## src/iptc_pkg.sv

```systemverilog
// Shared types, constants and helpers for the IPv4 port traffic counter.
`default_nettype none

package iptc_pkg;

  // Sizing
  localparam int PORT_BITS       = 16;
  localparam int COUNTER_BITS    = 64;
  localparam int MAX_FRAME_BYTES = 16383;

  localparam int OFFSET_W   = $clog2(MAX_FRAME_BYTES + 1);
  localparam int TBL_AW     = PORT_BITS + 2;
  localparam int TBL_DEPTH  = 1 << TBL_AW;
  localparam int TBL_W      = 2 * COUNTER_BITS;
  localparam int TOTAL_W    = 64;
  localparam int PORT_W     = 16;
  localparam int FIFO_DEPTH = 4;
  localparam int FIFO_AW    = $clog2(FIFO_DEPTH);
  localparam int FIFO_CW    = $clog2(FIFO_DEPTH + 1);

  // Stream payload widths
  localparam int S_DATA_W = 8;
  localparam int M_DATA_W = PORT_W + 2 * TOTAL_W;
  localparam int M_USER_W = 3;

  // Protocol constants
  localparam int          ETH_HDR_LEN = 14;
  localparam int          IP_MIN_LEN  = 20;
  localparam int          TCP_HDR_LEN = 20;
  localparam int          UDP_HDR_LEN = 8;
  localparam int          IHL_MIN     = 5;
  localparam logic [7:0]  PROTO_TCP   = 8'd6;
  localparam logic [7:0]  PROTO_UDP   = 8'd17;
  localparam logic [15:0] ETYPE_IPV4  = 16'h0800;

  // Header byte positions
  localparam int POS_ETYPE_HI = 12;
  localparam int POS_ETYPE_LO = 13;
  localparam int POS_IHL      = 14;
  localparam int POS_PROTO    = 23;
  localparam int POS_L4_MIN   = 24;

  // Frame summary handed from the parser to the update side
  typedef struct packed {
    logic                counted;
    logic                dir;
    logic                udp;
    logic [PORT_W-1:0]   port;
    logic [OFFSET_W-1:0] ip_bytes;  // frame length minus Ethernet header
  } frame_desc_t;

  // Table index: {direction, udp, low port bits}
  function automatic logic [TBL_AW-1:0] tbl_index(input frame_desc_t d);
    tbl_index = {d.dir, d.udp, d.port[PORT_BITS-1:0]};
  endfunction

endpackage

`default_nettype wire

```

## src/iptc_parser.sv

```systemverilog
// Front end: parses frame bytes and builds one frame summary per frame.
`default_nettype none

module iptc_parser (
  input  wire logic                 clk_i,
  input  wire logic                 rst_ni,
  input  wire logic                 accept_i,
  input  wire logic [7:0]           byte_i,
  input  wire logic                 last_i,
  input  wire logic                 dir_i,
  output logic                      push_o,
  output iptc_pkg::frame_desc_t     desc_o
);

  import iptc_pkg::*;

  logic [OFFSET_W-1:0] offset_q, offset_d;
  logic [15:0]         etype_q, etype_d;
  logic [3:0]          ihl_q, ihl_d;
  logic [7:0]          proto_q, proto_d;
  logic [15:0]         sport_q, sport_d;
  logic [15:0]         dport_q, dport_d;

  logic [OFFSET_W-1:0] l4_pos;
  logic [OFFSET_W-1:0] hdr_need;
  logic                cap_en;
  logic                udp;
  logic                ok;

  // Header capture for the current byte
  always_comb begin
    cap_en   = offset_q < OFFSET_W'(MAX_FRAME_BYTES);
    l4_pos   = OFFSET_W'(ETH_HDR_LEN) + OFFSET_W'({ihl_q, 2'b00});
    offset_d = offset_q;
    etype_d  = etype_q;
    ihl_d    = ihl_q;
    proto_d  = proto_q;
    sport_d  = sport_q;
    dport_d  = dport_q;
    if (cap_en) begin
      offset_d = offset_q + 1'b1;
      if (offset_q == OFFSET_W'(POS_ETYPE_HI)) etype_d[15:8] = byte_i;
      if (offset_q == OFFSET_W'(POS_ETYPE_LO)) etype_d[7:0]  = byte_i;
      if (offset_q == OFFSET_W'(POS_IHL))      ihl_d         = byte_i[3:0];
      if (offset_q == OFFSET_W'(POS_PROTO))    proto_d       = byte_i;
      if (offset_q >= OFFSET_W'(POS_L4_MIN)) begin
        if (offset_q == l4_pos)                sport_d[15:8] = byte_i;
        if (offset_q == l4_pos + 1'b1)         sport_d[7:0]  = byte_i;
        if (offset_q == l4_pos + 2'd2)         dport_d[15:8] = byte_i;
        if (offset_q == l4_pos + 2'd3)         dport_d[7:0]  = byte_i;
      end
    end
  end

  // Counting decision on the updated header fields
  always_comb begin
    udp      = proto_d == PROTO_UDP;
    hdr_need = OFFSET_W'(ETH_HDR_LEN) + OFFSET_W'({ihl_d, 2'b00})
             + (udp ? OFFSET_W'(UDP_HDR_LEN) : OFFSET_W'(TCP_HDR_LEN));
    ok = (offset_d >= OFFSET_W'(ETH_HDR_LEN + IP_MIN_LEN))
      && (etype_d == ETYPE_IPV4)
      && (ihl_d >= 4'(IHL_MIN))
      && ((proto_d == PROTO_TCP) || udp)
      && (offset_d >= hdr_need);

    desc_o = '0;
    if (ok) begin
      desc_o.counted  = 1'b1;
      desc_o.dir      = dir_i;
      desc_o.udp      = udp;
      desc_o.port     = dir_i ? sport_d : dport_d;
      desc_o.ip_bytes = offset_d - OFFSET_W'(ETH_HDR_LEN);
    end
    push_o = accept_i && last_i;
  end

  // Parse state, cleared after the last byte
  always_ff @(posedge clk_i or negedge rst_ni) begin
    if (!rst_ni) begin
      offset_q <= '0;
      etype_q  <= '0;
      ihl_q    <= '0;
      proto_q  <= '0;
      sport_q  <= '0;
      dport_q  <= '0;
    end else if (accept_i) begin
      if (last_i) begin
        offset_q <= '0;
        etype_q  <= '0;
        ihl_q    <= '0;
        proto_q  <= '0;
        sport_q  <= '0;
        dport_q  <= '0;
      end else begin
        offset_q <= offset_d;
        etype_q  <= etype_d;
        ihl_q    <= ihl_d;
        proto_q  <= proto_d;
        sport_q  <= sport_d;
        dport_q  <= dport_d;
      end
    end
  end

endmodule

`default_nettype wire

```

## config.mk

```make
export PLATFORM = sky130hd
export DESIGN_NAME = iptc_parser
export DESIGN_NICKNAME = d
export VERILOG_FILES = /design/src/iptc_pkg.sv /design/src/iptc_parser.sv
export SDC_FILE = /design/constraint.sdc
export NUM_CORES = 1
export LEC_CHECK = 0
export BUFFER_PORTS_ARGS = -buffer_cell sky130_fd_sc_hd__buf_2
export CORE_AREA = 2 2 128 130
export CTS_CLUSTER_SIZE = 25
export DETAILED_ROUTE_END_ITERATION = 7
export DIE_AREA = 0 0 130 132
export PLACE_DENSITY = 0.5
export REMOVE_ABC_BUFFERS = 1
export SLEW_MARGIN = 10
export SYNTH_ARGS = -nofsm -noshare
export SYNTH_HDL_FRONTEND = slang
export SYNTH_SLANG_ARGS = --single-unit
```

## constraint.sdc

```tcl
create_clock -name clk_i -period 8.47 [get_ports clk_i]
set_input_delay 0.4235 -clock clk_i [delete_from_list [all_inputs] [get_ports clk_i]]
set_output_delay 0.4235 -clock clk_i [all_outputs]
set_load 0.03 [all_outputs]
```

== Word level (Yosys, flattened, before mapping) ==
Index checks and enable logic that the tools add are counted.
Word-level totals
  input bits: 13
  output and inout bits: 34
  bits in registers: 74
  word-level logic and storage cells: 61
Operators by class
  magnitude comparators: 5
  $add $sub $neg: 8
  reduce and logical (&&, ||, !) cells: 6
  eq/ne operators: 11
  muxes and demuxes: 25
Operators by type and width (count)
  $mux W16: 9
  $mux W8: 9
  $eq A14 B4 Y1 const B: 3
  $eq A14 B8 Y1: 3
  $mux W33: 1
  $mux W14: 2
  $add A7 B2 Y8 const B: 2
  $eq A16 B12 Y1 const B: 1
  $add A14 B1 Y14 const B: 1
  $add A4 B6 Y7 const A: 2
  $eq A14 B5 Y1 const B: 1
  $eq A14 B7 Y1: 1
  $ge A14 B5 Y1 const B: 1
  $ge A14 B6 Y1 const B: 1
  $ge A14 B8 Y1: 1
  $lt A14 B14 Y1 const B: 1
  $sub A14 B4 Y14 const B: 1
  $mux W4: 3
  $add A7 B1 Y8 const B: 1
  $add A7 B5 Y8: 1
  $eq A8 B3 Y1 const B: 1
  $eq A8 B5 Y1 const B: 1
  $logic_and A1 B1 Y1: 5
  $mux W5: 1
  other kinds (2): 2

== Logic depth before layout (Yosys ltp) ==
  depth in word-level cells: 9
  mapped depth: 21
  depth with buffers taken out: 18

== Worst setup path before layout ==
OpenSTA, ideal clock, no wires.
  path type: register to output
  from: reg offset_q[11]
  to: out desc_o[13] (netlist bit)
  buffers on the path: 2
  arrival time: 4690 ps
  required time: 8046 ps
  path slack: 3357 ps
  stages on the path, launching flop included: 18
  path through: dfrtp_1 buf_6 nor4_4 nand3_2 nor4_2 a31oi_1 ha_1 inv_1 ha_1 fa_1 xnor2_1 ha_1 and4_1 nand2_1 o2111a_1 o2111a_1 buf_2 a211oi_1
RTL lines
  from (decl): line iptc_parser.sv:17  | logic [OFFSET_W-1:0] offset_q, offset_d;
  from (signal assigned): line iptc_parser.sv:95  | offset_q <= offset_d;
  to (decl): line iptc_parser.sv:12  | output iptc_pkg::frame_desc_t desc_o

==> run_results.csv <==
group,metric,value,unit
logic_synthesis,yosysWarningCount,0,
placement,globalplace.congestion,0.849,
logic_synthesis,avgSynthCellArea,9.15,um^2
worst_setup_path,cp-end-kind,"primary output",
die,die_h,132,um
sta,fin_ws,2.30,ns
cells_and_area,nNetsFinal,638,
pwr,power_density,136,nW/um^2
sta,drv_slew,0,
logic_synthesis,ys_seq_area_share,34.4,%
cts,clock-sinks,74,
cts,cts_tree,"yes",
drt,vias,4607,
sta,post-route-min-period,6.17,ns
sta,finalSetupViolCount,0,
sta,slew_headroom,33.2,%
logic_synthesis,synth_enable_flop_cells,0,
cts,cts_max_level,3,
worst_setup_path,cp.required,8.05,ns
cells_and_area,syn_to_final_growth,10.5,%
die,die_area,17200,um^2
cts,path_clk_slew,0.06,ns
grt,grt_pass1_wl,25.9,mm
logic_synthesis,async_reset_ff_share,100,%
drt,drt_first_pass_iters,4,
cells_and_area,drive_above_1_share,18.4,%
drt,via_per_inst,5.58,
placement,port_buffers,46,
grt,overflow,0,
grt,track_usage,19.3,%
sta,rsz0062_at_grt,"no",
worst_setup_path,critPathMaxFanout,33,
cells_and_area,layout.cells.non_filler,826,
worst_setup_path,regToRegSetupSlack,5.09,ns
worst_setup_path,path_cells,"nor4_4 -> nand3_2 -> nor4_2 -> nor2_1 -> a31oi_1 -> ha_1 -> inv_1 -> ha_1 -> fa_1 -> xnor2_1 -> ha_1 -> a21oi_1 -> nand2_1 -> a221oi_1 -> o2111a_1 -> o2111a_2 -> a311oi_2 -> buf_2",
worst_setup_path,r2r_end,"dport_q[14]$_DFFE_PN0P_",
cts,cts_resized,0,
worst_setup_path,worst-setup-path-type,"reg2out",
drt,drt-wirelength-per-cell,19.2,um
cells_and_area,fin_util,37.9,%
sta,period_share,72.9,%
cells_and_area,num_antenna_cells,0,
worst_setup_path,rr_worst_depth,9,
cts,cts_made_buffers,9,
logic_synthesis,yosys_register_bits,74,
cts,postCtsSetupRepairBufs,0,
logic_synthesis,syn_inst,589,
drt,post-route-drc-count,0,
grt,grt_pass1_vias,4724,
worst_setup_path,cp-start-kind,"register",
sta,setup_tns,0,ns
cts,holdBufCountCts,0,
drt,drtIter0Drc,314,
worst_setup_path,crit_path_frequent_cell,"ha_1",
die,die_x,130,um
die,io_pins,47,
die,rows,46,
sta,tightest_slew,1.00,ns
worst_setup_path,cp-startpoint,"offset_q[11]$_DFFE_PN0P_",
cells_and_area,fillers,1635,
worst_setup_path,cpMaxStageDelayCell,"o2111a_2",
cts,root_buffer,"clkbuf_16",
pwr,leakage,2.27,nW
logic_synthesis,synthesis.area,5390,um^2
placement,place_ws,2.66,ns
pwr,ir_drop,0.0000754,V
placement,dp.final_hpwl,11.3,mm
die,core,15700,um^2
worst_hold_path,hold_path.class,"in2async",
cts,cts_max_path_buffers,2,
worst_setup_path,cp.arrival,5.75,ns
cts,clk_latency,0.35,ns
sta,hold_viol,0,
drt,ant_nets,0,
placement,dp.cells,811,
drt,drt_wl_total,15.9,mm
worst_setup_path,critPathMaxStageDelay,0.88,ns
run,maxCapViolCount,0,
die,initial_utilization,34.3,%
grt,grt_max_degree,75,
status,outcome,"finished, final reports clean",
logic_synthesis,yosysUniqueCellTypes,70,
sta,fmax,162,MHz
sta,clock_skew,0.00655,ns
worst_setup_path,reg2reg_from,"ihl_q[0]$_DFFE_PN0P_",
logic_synthesis,ys_dominant_reg_cell,"dfrtp_1",
grt,antenna_found_initial,0,
## stage by stage
step                total power, mW  hold WS, ns  cell area (um^2)
CTS                           0.815        0.289              5960
global placement              0.436        0.465              5670
detailed placement            0.435        0.466              5670
finish                        0.812        0.223              5960
floorplan                     0.398        0.128              5170
global route                  0.839        0.337              5960
## worst max-delay path: cells and delay by family (launching register included)
kind,cells,cell delay (ns)
AOI/OAI and AO/OA,6,2.09
xor gates and xnor gates,1,0.19
adders and majority gates,4,1.08
buffers and inverters,2,0.27
DFF,1,0.52
and+or+nand+nor,5,1.22
## layout by cell type, fill, tap and decap left out, types with 12 or more instances in the layout
cell type  instances
nor3_2            13
o22ai_1           12
buf_2             45
ha_1              18
nand2_1           55
dfrtp_1           74
nor2_1            19
mux2i_1           23
a21oi_1           13
o2bb2ai_1         32
nand3_1           43
inv_1             25
xnor2_1           16
o21ai_1           12
a311oi_2          14
o21ai_0           36
nor2b_1           25
## kinds of logic (layout without fill, tap and decap cells)
family	Yosys count	after routing	synth area share (%)
simple gates	234	234	25.7
compound gates	147	147	20.8
flops	74	74	34.4
buf+inv	66	87	5.94
mux	27	27	5.11
xor+xnor	22	22	3.58
fa+ha+maj	19	19	4.55
## state kept, by name, indices dropped and copies added, names as in the netlist
| name | cells |
|---|---|
| dport_q | 16 |
| etype_q | 16 |
| ihl_q | 4 |
| offset_q | 14 |
| proto_q | 8 |
| sport_q | 16 |
## cells in the mapped netlist, types with 13 or more instances
cell / number / area share, %
mux2i_1: 23 / 4.3
a21oi_1: 13 / 1.2
nand2_1: 55 / 3.8
o21ai_0: 36 / 3.3
clkbuf_1: 19 / 1.3
inv_1: 25 / 1.7
nor2b_1: 25 / 2.9
nor2_1: 19 / 1.3
o2bb2ai_1: 32 / 5.2
dfrtp_1: 74 / 34
nor3_2: 13 / 2.4
ha_1: 18 / 4.2
a311oi_2: 14 / 3.9
xnor2_1: 16 / 2.6
nand3_1: 43 / 4.0
## final cells by class
type	instances	area, um^2	area share (%)
Clock buffer	10	229	3.84
Clock inverter	5	56.3	0.945
Inverter	26	97.6	1.64
Multi-Input combinational cell	449	3220	54.0
Sequential cell	74	1850	31.1
Tap cell	216	270	4.54
Timing Repair Buffer	46	233	3.91
## metal layers
metal  vias to the layer above  track usage [%]  routed length, um
met3                        20             3.25                596
met5                         -                0                  0
met4                         0             6.21                273
met2                       128             31.1               7640
li1                       2219                -                  -
met1                      2240             26.3               7370
## worst max path at each step
stage,depth (start not counted),slack [ns],end
after floorplan,14,2.83,desc_o[14]
final,18,2.30,desc_o[25]
after global placement,16,2.81,desc_o[25]
after global routing,17,1.90,desc_o[32]
after CTS,17,2.27,desc_o[22]
after detailed placement,17,2.66,desc_o[22]
## power by group
| group | internal [mW] | switching [mW] |
|---|---|---|
| Sequential | 0.355 | 0.00534 |
| Clock | 0.226 | 0.156 |
| Combinational | 0.0176 | 0.0510 |
| Total | 0.599 | 0.213 |
Note: power is estimated with default switching activity, not from simulation.
