$ cat src/iptc_pkg.sv
// Shared types, constants and helpers for the IPv4 port traffic counter.
`default_nettype none

package iptc_pkg;

  // Sizing
  localparam int PORT_BITS       = 16;
  localparam int COUNTER_BITS    = 64;
  localparam int MAX_FRAME_BYTES = 16383;

  localparam int OFFSET_W   = $clog2(MAX_FRAME_BYTES + 1);
  localparam int TBL_AW     = PORT_BITS + 2;
  localparam int TBL_DEPTH  = 1 << TBL_AW;
  localparam int TBL_W      = 2 * COUNTER_BITS;
  localparam int TOTAL_W    = 64;
  localparam int PORT_W     = 16;
  localparam int FIFO_DEPTH = 4;
  localparam int FIFO_AW    = $clog2(FIFO_DEPTH);
  localparam int FIFO_CW    = $clog2(FIFO_DEPTH + 1);

  // Stream payload widths
  localparam int S_DATA_W = 8;
  localparam int M_DATA_W = PORT_W + 2 * TOTAL_W;
  localparam int M_USER_W = 3;

  // Protocol constants
  localparam int          ETH_HDR_LEN = 14;
  localparam int          IP_MIN_LEN  = 20;
  localparam int          TCP_HDR_LEN = 20;
  localparam int          UDP_HDR_LEN = 8;
  localparam int          IHL_MIN     = 5;
  localparam logic [7:0]  PROTO_TCP   = 8'd6;
  localparam logic [7:0]  PROTO_UDP   = 8'd17;
  localparam logic [15:0] ETYPE_IPV4  = 16'h0800;

  // Header byte positions
  localparam int POS_ETYPE_HI = 12;
  localparam int POS_ETYPE_LO = 13;
  localparam int POS_IHL      = 14;
  localparam int POS_PROTO    = 23;
  localparam int POS_L4_MIN   = 24;

  // Frame summary handed from the parser to the update side
  typedef struct packed {
    logic                counted;
    logic                dir;
    logic                udp;
    logic [PORT_W-1:0]   port;
    logic [OFFSET_W-1:0] ip_bytes;  // frame length minus Ethernet header
  } frame_desc_t;

  // Table index: {direction, udp, low port bits}
  function automatic logic [TBL_AW-1:0] tbl_index(input frame_desc_t d);
    tbl_index = {d.dir, d.udp, d.port[PORT_BITS-1:0]};
  endfunction

endpackage

`default_nettype wire

$ cat src/iptc_fifo.sv
// Short queue of frame summaries between the parser and the update side.
`default_nettype none

module iptc_fifo (
  input  wire logic                 clk_i,
  input  wire logic                 rst_ni,
  input  wire logic                 push_i,
  input  wire iptc_pkg::frame_desc_t desc_i,
  output logic                      full_o,
  input  wire logic                 pop_i,
  output logic                      valid_o,
  output iptc_pkg::frame_desc_t     desc_o
);

  import iptc_pkg::*;

  frame_desc_t        slot_q [FIFO_DEPTH];
  logic [FIFO_AW-1:0] wptr_q, rptr_q;
  logic [FIFO_CW-1:0] count_q;
  logic               do_push, do_pop;

  assign full_o  = count_q == FIFO_CW'(FIFO_DEPTH);
  assign valid_o = count_q != '0;
  assign desc_o  = slot_q[rptr_q];
  assign do_push = push_i && !full_o;
  assign do_pop  = pop_i && valid_o;

  // Storage
  always_ff @(posedge clk_i) begin
    if (do_push) begin
      slot_q[wptr_q] <= desc_i;
    end
  end

  // Pointers and fill level
  always_ff @(posedge clk_i or negedge rst_ni) begin
    if (!rst_ni) begin
      wptr_q  <= '0;
      rptr_q  <= '0;
      count_q <= '0;
    end else begin
      if (do_push) wptr_q <= wptr_q + 1'b1;
      if (do_pop)  rptr_q <= rptr_q + 1'b1;
      case ({do_push, do_pop})
        2'b10:   count_q <= count_q + 1'b1;
        2'b01:   count_q <= count_q - 1'b1;
        default: count_q <= count_q;
      endcase
    end
  end

  // Checks
  a_no_push_full: assert property (@(posedge clk_i) disable iff (!rst_ni)
    full_o |-> !push_i)
    else $error("summary pushed into a full queue");

  a_count_bound: assert property (@(posedge clk_i) disable iff (!rst_ni)
    count_q <= FIFO_CW'(FIFO_DEPTH))
    else $error("queue fill level out of range");

endmodule

`default_nettype wire

$ cat config.mk
export PLATFORM = sky130hd
export DESIGN_NAME = iptc_fifo
export DESIGN_NICKNAME = d
export VERILOG_FILES = /design/src/iptc_pkg.sv /design/src/iptc_fifo.sv
export SDC_FILE = /design/constraint.sdc
export NUM_CORES = 1
export LEC_CHECK = 0
export BUFFER_PORTS_ARGS = -buffer_cell sky130_fd_sc_hd__buf_4
export CAP_MARGIN = 10
export CORE_UTILIZATION = 53
export CTS_CLUSTER_SIZE = 25
export DETAILED_ROUTE_END_ITERATION = 8
export PLACE_DENSITY = 0.83
export SLEW_MARGIN = 20
export SYNTH_ARGS = -nofsm -noshare
export SYNTH_HDL_FRONTEND = slang
export SYNTH_SLANG_ARGS = --single-unit
$ cat constraint.sdc
create_clock -name clk_i -period 6.4 [get_ports clk_i]
set_input_delay 0.96 -clock clk_i [delete_from_list [all_inputs] [get_ports clk_i]]
set_output_delay 0.96 -clock clk_i [all_outputs]
set_load 0.02 [all_outputs]
* After elaboration in Yosys (flattened, before gate mapping)
Memories as Yosys holds them, arrays and structs flattened.
Cells that the tools add are included.
** Operators by class
- Add/sub/neg operators :: 4
- Equality and inequality tests :: 3
- Muxes and demuxes :: 3
- Reduce and logical (&&, ||, !) cells :: 5
** Operator list (count)
- 3-bit case mux with 2 select lines :: 1
- 2-bit by 1-bit adder with 2-bit output, second input constant :: 2
- 3-bit by 1-bit adder with 3-bit output, second input constant :: 1
- 3-bit equality test, second input constant :: 1
- 3-bit nonzero test :: 1
- 3-bit by 1-bit subtractor with 3-bit output, second input constant :: 1
- 2-bit by 1-bit equality test with 1-bit output, second input constant :: 1
- 2-bit equality test, second input constant :: 1
- 1-bit logical AND :: 2
- 1-bit 2-to-1 mux :: 2
- 2-bit nonzero test :: 1
- 1-bit zero test :: 1
** Word-level totals
- Register bits after elaboration :: 7
- Memory bits (writable) :: 132
- Input bits :: 37
- Output and inout bits :: 35
- Word-level logic and storage cells :: 19
- Memories kept :: 1
** Memory list
- slot_q :: words 4, width 33, rd ports 1, clocked after Yosys merged registers in 0, write ports 1, RTL line iptc_fifo.sv:17 : frame_desc_t slot_q [FIFO_DEPTH];

* Longest topological paths before layout
Gate-level depths: netlist of the first run.
- Depth after elaboration :: 5
- Mapped depth :: 9
- Depth with buffers taken out :: 9

* Worst setup path before layout of the first run
No wires, ideal clock.
- Path type :: input to register
- Start point :: in push_i
- End point :: mem slot_q[0][0] (netlist name) (enable)
- Setup time :: 0.393 ns
- Arrival time :: 2.043 ns
- Data required time :: 6.007 ns
- Setup slack :: 3.964 ns
- Stages :: 2
- Path buffers :: 0
- Cell sequence :: nor2b_2 and2_1
** On the way
- Word-level cells in the longest chain between the ends :: 3
** Ends and longest elaborated chain
- start: declaration :: RTL line iptc_fifo.sv:7 : input wire logic push_i,
- 1-bit logical AND :: RTL line iptc_fifo.sv:25 : assign do_push = push_i && !full_o;
- 1-bit 2-to-1 mux :: RTL line iptc_fifo.sv:30 : if (do_push) begin
- 1-bit 2-to-1 mux (implied by the code) :: RTL line iptc_fifo.sv:31 : slot_q[wptr_q] <= desc_i;
- end: declaration :: RTL line iptc_fifo.sv:17
Every way passes these cells.

==> results of run 1 <==
-- layout by cell type (no fill, tap or decap) --
master,synthesis,final
ha_1,5,5
xor2_1,3,3
dfrtp_2,0,2
mux2i_1,1,1
buf_4,0,72
clkinv_2,0,3
clkinv_4,0,1
or3_1,1,1
fa_1,1,1
nor3b_2,1,1
nor2_1,1,1
mux4_1,5,5
nand2_1,1,1
bufinv_16,0,3
clkbuf_8,0,3
clkbuf_16,0,16
inv_6,0,1
inv_1,6,6
mux2_2,1,1
edfxtp_1,132,132
clkbuf_1,0,2
nor2b_2,1,1
o31a_1,1,1
xnor2_1,3,3
mux4_2,28,28
dfrtp_1,7,5
clkinvlp_4,0,3
and2_2,0,4
-- stage by stage --
step / setup WS [ps] / std cells
after CTS: 3020 / 435
final: 3080 / 435
after floorplan: 3960 / 210
after global routing: 2930 / 435
after detailed placement: 3570 / 403
after global placement: 3600 / 403
-- layer usage --
layer,up-vias,GRT usage [%]
li1,1046,-
met1,1252,21.9
met2,66,30.3
met3,8,6.14
met4,0,7.02
met5,-,0
-- synth_stat cells --
cell type | instances | share of area (%)
mux4_1 | 5 | 2.5
xnor2_1 | 3 | 0.50
dfrtp_1 | 7 | 3.3
nor2_1 | 1 | 0.072
inv_1 | 6 | 0.43
nor2b_2 | 1 | 0.17
buf_2 | 4 | 0.38
nand2_1 | 1 | 0.072
or3_1 | 1 | 0.12
buf_6 | 1 | 0.21
mux4_2 | 28 | 12
mux2i_1 | 1 | 0.19
buf_12 | 3 | 1.1
fa_1 | 1 | 0.38
and2_1 | 4 | 0.48
xor2_1 | 3 | 0.50
edfxtp_1 | 132 | 76
ha_1 | 5 | 1.2
nor3b_2 | 1 | 0.24
o31a_1 | 1 | 0.17
mux2_2 | 1 | 0.21
-- final timing paths --
check,from,endpoint,slack [ps],cells past startpoint
worst max-delay path,rptr_q[0],desc_o[3],3080,3
worst min-delay path,rst_ni,count_q[0],250,1
worst max register to register,count_q[2],slot_q[0][15],4310,3
worst min register to register,count_q[2],count_q[2],510,1
max in group asynchronous,rst_ni,rptr_q[1],6000,1
min in group clk_i,count_q[2],count_q[2],510,1
-- layout make-up --
type	instances	share of cell area [%]
clock buffer	21	6.96
multi-input combinational	57	15.4
timing repair buffer	72	8.38
inverter	6	0.349
sequential	139	64.2
tap	129	2.50
clock inverter	11	2.25
-- sequential cells by signal, indices dropped and copies added (netlist names) --
register	flops
count_q	3
rptr_q	2
slot_q	132
wptr_q	2
-- power by group --
part | switching (mW) | total, mW | internal (mW)
Clock | 0.357 | 0.970 | 0.614
Combinational | 0.492 | 0.947 | 0.455
Sequential | 0.109 | 1.32 | 1.21
Total | 0.957 | 3.24 | 2.28
-- cell families (layout without fill, tap and decap cells) --
family / count (synthesis) / count (layout) / synth area share, %
flip-flops: 139 / 139 / 79.0
multiplexers: 35 / 35 / 14.9
buffers and inverters: 14 / 110 / 2.17
AND/OR/NAND/NOR: 9 / 9 / 1.15
adder cells (fa/ha/maj): 6 / 6 / 1.58
XOR/XNOR: 6 / 6 / 1.00
AO/OA/AOI/OAI: 1 / 1 / 0.167
-- worst register-to-register path: stages (launching register included) --
cell	delay, ps
dfrtp_1	410
nor3b_2	180
nor2b_2	270
and2_2	830
==> metrics.txt, run 1 <==
arrival time at the worst endpoint=roughly 2400 ps; #FFs+latches synth=about 140; crit path max fanout=28; vias in the first global route=2467; CTS clk-pin slew, worst paths=about 60 ps; Crit path largest cell delay=between 600 and 700 ps; GR Overflow Total=0; Met3 Wirelength=384 um; Final Wtd Congestion=between 0.6 and 0.7; row count=35; f_max=301 MHz; die width=slightly above 100 um; worst skew pair latency=roughly 510 ps; fin. max-slew vios=0; Final Util=around 69%; Worst Clk Skew=between 10 and 15 ps; synthesized area per cell=between 20 and 25 sq um; CP Class=reg -> out; warnings from Yosys=0; Mapped Area=about 5200 sq um; Layout Nets=about 340; vias=between 2000 and 2500; status=completed; largest net degree at the start of global routing=35; crit-path cells=buf_4 > mux4_1 > buf_4; root buffer cell=clkbuf_8; Ports=roughly 70; Max-slew headroom=roughly 38%; Max Cap Viol=0; Post-CTS Setup Bufs=0; post-CTS sizing=0; Hold Buf Count CTS=0; WL met2=about 4500 um; Synth Instances=210; DP HPWL=about 4800 um; final-report hold violation count=0; antenna-violating nets left=0; area post-placement=~5900 sq um; Iter 0 DRT Violations=85; Post-Syn Nets=253; overall die height=approximately 100 um; DR pass1 iterations=4; RSZ-0062 raised after global routing=false; Top Metal Used=met4; CP startpoint kind=flip-flop; worst hold path class=in -> async; number of buffers created by CTS=17; port bufs=71; WL per Instance=~19 um; Required @ worst endpoint=5440 ps; combined area of the multi-input logic cells=just under 1000 sq um; setup TNS=0 ps; share of cells above drive strength 1=roughly 45%; initial antenna violation count=0; minimum clock period=between 3000 and 4000 ps; Clock Sinks=about 140; filler cell count=between 600 and 700; Final Cycle Share=slightly above 50%; final setup vio count=0; CP dominant cell by count=buf_4; critical path's slowest cell=mux4_1; Post-Route M1 WL=roughly 3500 um; CTS max path bufs=2; Leak=2.28 nW; final hold slack=between 200 and 300 ps; crit end category=output pin; via/cell ratio=between 5 and 6; synth unique cells=21; CTS tree=built; Die Footprint=10300 sq um; Worst path top cell family by delay=buffers and inverters; initial core utilization=between 50% and 60%; DRC violation count after routing=0; worst slew pin tran=around 940 ps; sum of buffers and inverters on the critical path=2; drt total wl=between 8000 and 9000 um; diode count=0; GRT Total Usage=around 18%; maximum VDD drop=262 uV; H-Tree Depth=4; register area=about 4100 sq um; area added between synthesis and finish=23.1%; pwr dens=between 500 and 600 nW/um^2; CORE AREA=roughly 9400 sq um; Finished Cell Area=6450 sq um; global-route wire length before repair=13000 um; Final Power=3.24 mW; sequential area share after synthesis=between 70% and 80%
No activity file was read; power rests on OpenSTA's default activity.
==> inputs of run 2 (changes only) <==
==> constraint.sdc (replaced) <==
create_clock -name clk_i -period 3.4 [get_ports clk_i]
set_input_delay 0.51 -clock clk_i [delete_from_list [all_inputs] [get_ports clk_i]]
set_output_delay 0.51 -clock clk_i [all_outputs]
set_load 0.02 [all_outputs]
==> metrics.txt, run 2 (same netlist as run 1, synthesis figures left out) <==
overall die height=between 100 and 150 um; final worst setup slack=570 ps; GR Overflow Total=0; Final Wtd Congestion=between 0.6 and 0.7; Max Cap Viol=0; DR pass1 iterations=4; arrival time at the worst endpoint=roughly 2300 ps; post-CTS sizing=0; via/cell ratio=5.38; fin. max-slew vios=0; sum of buffers and inverters on the critical path=2; CTS max path bufs=2; Clk pwr share=29.9%; CP Class=reg -> out; initial antenna violation count=0; Required @ worst endpoint=approximately 2900 ps; crit-path cells=buf_4 > mux4_1 > buf_4; CP startpoint kind=flip-flop; CTS tree=built; Iter 0 DRT Violations=approximately 110; H-Tree Depth=4; pwr dens=approximately 950 nW/um^2; most frequent cells in the layout=132 x edfxtp_1, 73 x buf_4, 28 x mux4_2; crit end category=output pin; Internal=4.33 mW; number of buffers created by CTS=17; CP dominant cell by count=buf_4; Post-CTS Setup Bufs=0; final-report hold violation count=0; WL per Instance=approximately 20 um; Leak=between 2 and 2.5 nW; minimum clock period=about 2800 ps; Finished Cell Area=6470 sq um; row count=35; Die Footprint=a little over 10000 sq um; port bufs=between 70 and 80; worst skew pair latency=around 500 ps; max reg flops=around 130; RSZ-0062 raised after global routing=false; maximum VDD drop=between 400 and 500 uV; critical path's slowest cell=dfrtp_2; area post-placement=between 5000 and 6000 sq um; worst slew pin tran=931 ps; Net Sw Frac=29.4%; P_sw=roughly 1.8 mW; status=completed; Sequential Power Share=approximately 41%; DRC violation count after routing=0; Worst Clk Skew=~7.8 ps; Layout Nets=~340; die width=around 100 um; antenna-violating nets left=0; Final Cycle Share=83.2%; CORE AREA=between 9000 and 10000 sq um; DP HPWL=4890 um; Worst path top cell family by delay=flip-flops; initial core utilization=around 56%; GRT Total Usage=a little under a fifth; filler cell count=~590; Hold Buf Count CTS=1; Logic pwr share=29.1%; CTS clk-pin slew, worst paths=approximately 60 ps; Max-slew headroom=between 30% and 40%; vias=2350; largest net degree at the start of global routing=35; Final Util=68.7%; global-route wire length before repair=approximately 14000 um; diode count=0; post-place setup slack=just over 1000 ps; drt total wl=8610 um; Ports=72; Crit path largest cell delay=690 ps; setup TNS=0 ps; Top reg by flops=slot_q; Clock Sinks=139; crit path max fanout=16; root buffer cell=clkbuf_8; worst hold path class=in -> reg; f_max=353 MHz; leading cell type in the layout, fill and taps excluded=edfxtp_1; top flop regs=slot_q: 132 flops, count_q: 3 flops; area added between synthesis and finish=23.5%; vias in the first global route=between 2000 and 2500; final setup vio count=0; share of cells above drive strength 1=roughly 44%
run 2: changes by cell type in the layout (fill, tap and decap cells not counted), sizes merged:
| cell | delta |
|---|---|
| bufinv | +1 |
| clkinv | +2 |
| dlygate4sd3 | +1 |
| clkbuf | -2 |
| clkinvlp | -1 |
| buf | +1 |
run 2: stage by stage:
stage	instances	power (mW)	hold WS [ps]
floorplan	210	3.73	214
global placement	404	4.30	328
detailed placement	404	4.36	331
CTS	437	6.21	183
global route	437	6.41	182
finish	437	6.14	205
run 2: area by class of cell:
cell class                      instances  area [sq um]  share of cell area (%)
Clock buffer                           19           422                    6.52
Clock inverter                         13           174                    2.69
Inverter                                6          22.5                   0.348
Multi-Input combinational cell         57           992                    15.3
Sequential cell                       139          4140                    64.0
Tap cell                              129           161                    2.49
Timing Repair Buffer                   74           558                    8.62
run 2: layer usage:
layer / up-vias / global-route usage, % / share of wire, %
li1: 1046 / - / -
met1: 1227 / 25.8 / 45
met2: 67 / 29.8 / 49
met3: 10 / 5.31 / 4.7
met4: 0 / 6.69 / 1.1
met5: - / 0 / 0
run 2: final timing paths:
path,from,endpoint,slack [ps],cells past startpoint
setup / recovery,rptr_q[0],desc_o[3],570,3
hold / removal,desc_i[4],slot_q[0][4],200,1
setup reg to reg,count_q[2],slot_q[2][21],1320,3
hold reg to reg,count_q[2],count_q[2],500,1
max in group asynchronous,rst_ni,rptr_q[1],2910,2
min in group asynchronous,rst_ni,count_q[2],350,2
run 2: power by group through the flow:
stage	Sequential [mW]	Clock (mW)	Combinational, mW
global route	2.57	1.93	1.91
CTS	2.53	1.86	1.82
global placement	2.53	0	1.77
detailed placement	2.56	0	1.81
finish	2.51	1.84	1.79
floorplan	2.38	0	1.36
==> inputs of run 3 (changes only) <==
--- a/config.mk
+++ b/config.mk
@@ -7,10 +7,10 @@
 export LEC_CHECK = 0
 export BUFFER_PORTS_ARGS = -buffer_cell sky130_fd_sc_hd__buf_4
 export CAP_MARGIN = 10
-export CORE_UTILIZATION = 53
+export CORE_UTILIZATION = 51
 export CTS_CLUSTER_SIZE = 25
 export DETAILED_ROUTE_END_ITERATION = 8
-export PLACE_DENSITY = 0.83
+export PLACE_DENSITY = 0.84
 export SLEW_MARGIN = 20
 export SYNTH_ARGS = -nofsm -noshare
 export SYNTH_HDL_FRONTEND = slang
==> constraint.sdc (replaced) <==
create_clock -name clk_i -period 2.4 [get_ports clk_i]
set_input_delay 0.36 -clock clk_i [delete_from_list [all_inputs] [get_ports clk_i]]
set_output_delay 0.36 -clock clk_i [all_outputs]
set_load 0.02 [all_outputs]
==> metrics.txt, run 3 (same netlist as run 1, synthesis figures left out) <==
crit end category=output pin; port bufs=just over 70; worst skew pair latency=500 ps; DP HPWL=roughly 5300 um; Top reg by flops=slot_q; GRT Total Usage=between 10% and 20%; diode count=0; Required @ worst endpoint=2040 ps; fin. max-slew vios=0; final setup vio count=0; setup TNS=0 ps; CP startpoint=rptr_q[0]; global-route wire length before repair=between 10000 and 15000 um; area added between synthesis and finish=24.7%; Reg2Reg Depth=9; overall die height=103 um; CTS max path bufs=2; Max Cap Viol=0; Critical Path Stages=3; CORE AREA=9860 sq um; f_max=445 MHz; top flop regs=slot_q: 132 flops, count_q: 3 flops; vias=2343; H-Tree Depth=4; sum of buffers and inverters on the critical path=2; worst slew pin tran=between 200 and 300 ps; worst hold path class=in -> reg; Max-slew headroom=80.4%; CTS clk-pin slew, worst paths=60 ps; DRC violation count after routing=0; antenna-violating nets left=0; initial core utilization=53.1%; Worst path top cell family by delay=multiplexers; drt total wl=~8400 um; WL per Instance=18.6 um; Leak=about 2.3 nW; CP startpoint kind=flip-flop; largest net degree at the start of global routing=19; final hold slack=between 60 and 70 ps; worst reg2reg endpoint=count_q[2]; die width=about 100 um; Iter 0 DRT Violations=about 120; Ports=between 70 and 80; status=completed; Worst Clk Skew=9.24 ps; crit path max fanout=18; max reg flops=between 100 and 150; leading cell type in the layout, fill and taps excluded=edfxtp_1; arrival time at the worst endpoint=1880 ps; Clock Sinks=approximately 140; critical path's slowest cell=mux4_2; initial antenna violation count=0; Layout Nets=350; final-report hold violation count=0; Final Power=about 8.5 mW; crit-path cells=buf_12 > mux4_2 > buf_4; Crit path largest cell delay=540 ps; Final Wtd Congestion=0.649; maximum VDD drop=about 850 uV; via/cell ratio=5.17; minimum clock period=around 2200 ps; GR Overflow Total=0; crit path capture=desc_o[20]; pwr dens=about 1300 nW/um^2; r2r setup slk=between 300 and 400 ps; number of buffers created by CTS=17; CTS tree=built; vias in the first global route=2466; row count=36; DR pass1 iterations=5; RSZ-0062 raised after global routing=false; most frequent cells in the layout=132 x edfxtp_1, 82 x buf_4, 28 x mux4_2; CP Class=reg -> out; Final Cycle Share=around 94%; reg2reg start=count_q[0]; share of cells above drive strength 1=46.9%; root buffer cell=clkbuf_8; Die Footprint=10700 sq um
run 3: changes by cell type in the layout (fill, tap and decap cells not counted), sizes merged:
cell / delta
clkbuf: -1
inv: -1
bufinv: -3
clkinvlp: +1
buf: +12
clkinv: +4
run 3: timing repair:
item / CTS / global route
hold buffers: 1 / 0
endpoints found under the setup margin: 21 / 19
hold endpoints to repair: 7 / 0
buffers inserted: 0 / 2
resized for setup: 1 / 0
run 3: where the power goes:
| part | switching [mW] | leakage [nW] | internal, mW |
|---|---|---|---|
| sequential | 0.163 | 1.29 | 3.23 |
| clock | 0.888 | 0.253 | 1.35 |
| combinational | 1.49 | 0.794 | 1.38 |
| total | 2.54 | 2.34 | 5.96 |
run 3: final cells by class:
cell class,count,area (sq um)
sequential,139,4140
clock buffer,18,418
timing repair buffer,86,686
fill,651,3330
inverter,6,22.5
clock inverter,14,106
tap,133,166
multi-input combinational,57,992
run 3: through the flow:
step / util (%) / area (sq um) / setup WS [ps] / instances
2_1_floorplan: - / 5240 / 330 / 210
3_3_place_gp: 60.5 / 5970 / 473 / 418
5_1_grt: 66.2 / 6540 / 76.7 / 453
4_1_cts: 66.0 / 6510 / 4.21 / 451
3_5_place_dp: 60.5 / 5970 / 357 / 418
6_report: 66.2 / 6540 / 155 / 453
run 3: how the worst min path moves through the flow:
stage          startpoint  depth (start not counted)             to
6_report       desc_i[30]                          1  slot_q[3][30]
5_1_grt        desc_i[30]                          1  slot_q[2][30]
4_1_cts        desc_i[30]                          1  slot_q[3][30]
3_5_place_dp       rst_ni                          1     count_q[2]
3_3_place_gp       rst_ni                          1     count_q[2]
2_1_floorplan      rst_ni                          0     count_q[0]
run 3: metal layers:
| layer | vias to the layer above | routed length (um) | track usage, % |
|---|---|---|---|
| li1 | 1070 | - | - |
| met1 | 1195 | 3420 | 21.9 |
| met2 | 72 | 4490 | 29.0 |
| met3 | 6 | 456 | 6.25 |
| met4 | 0 | 68 | 5.74 |
| met5 | - | 0 | 0 |
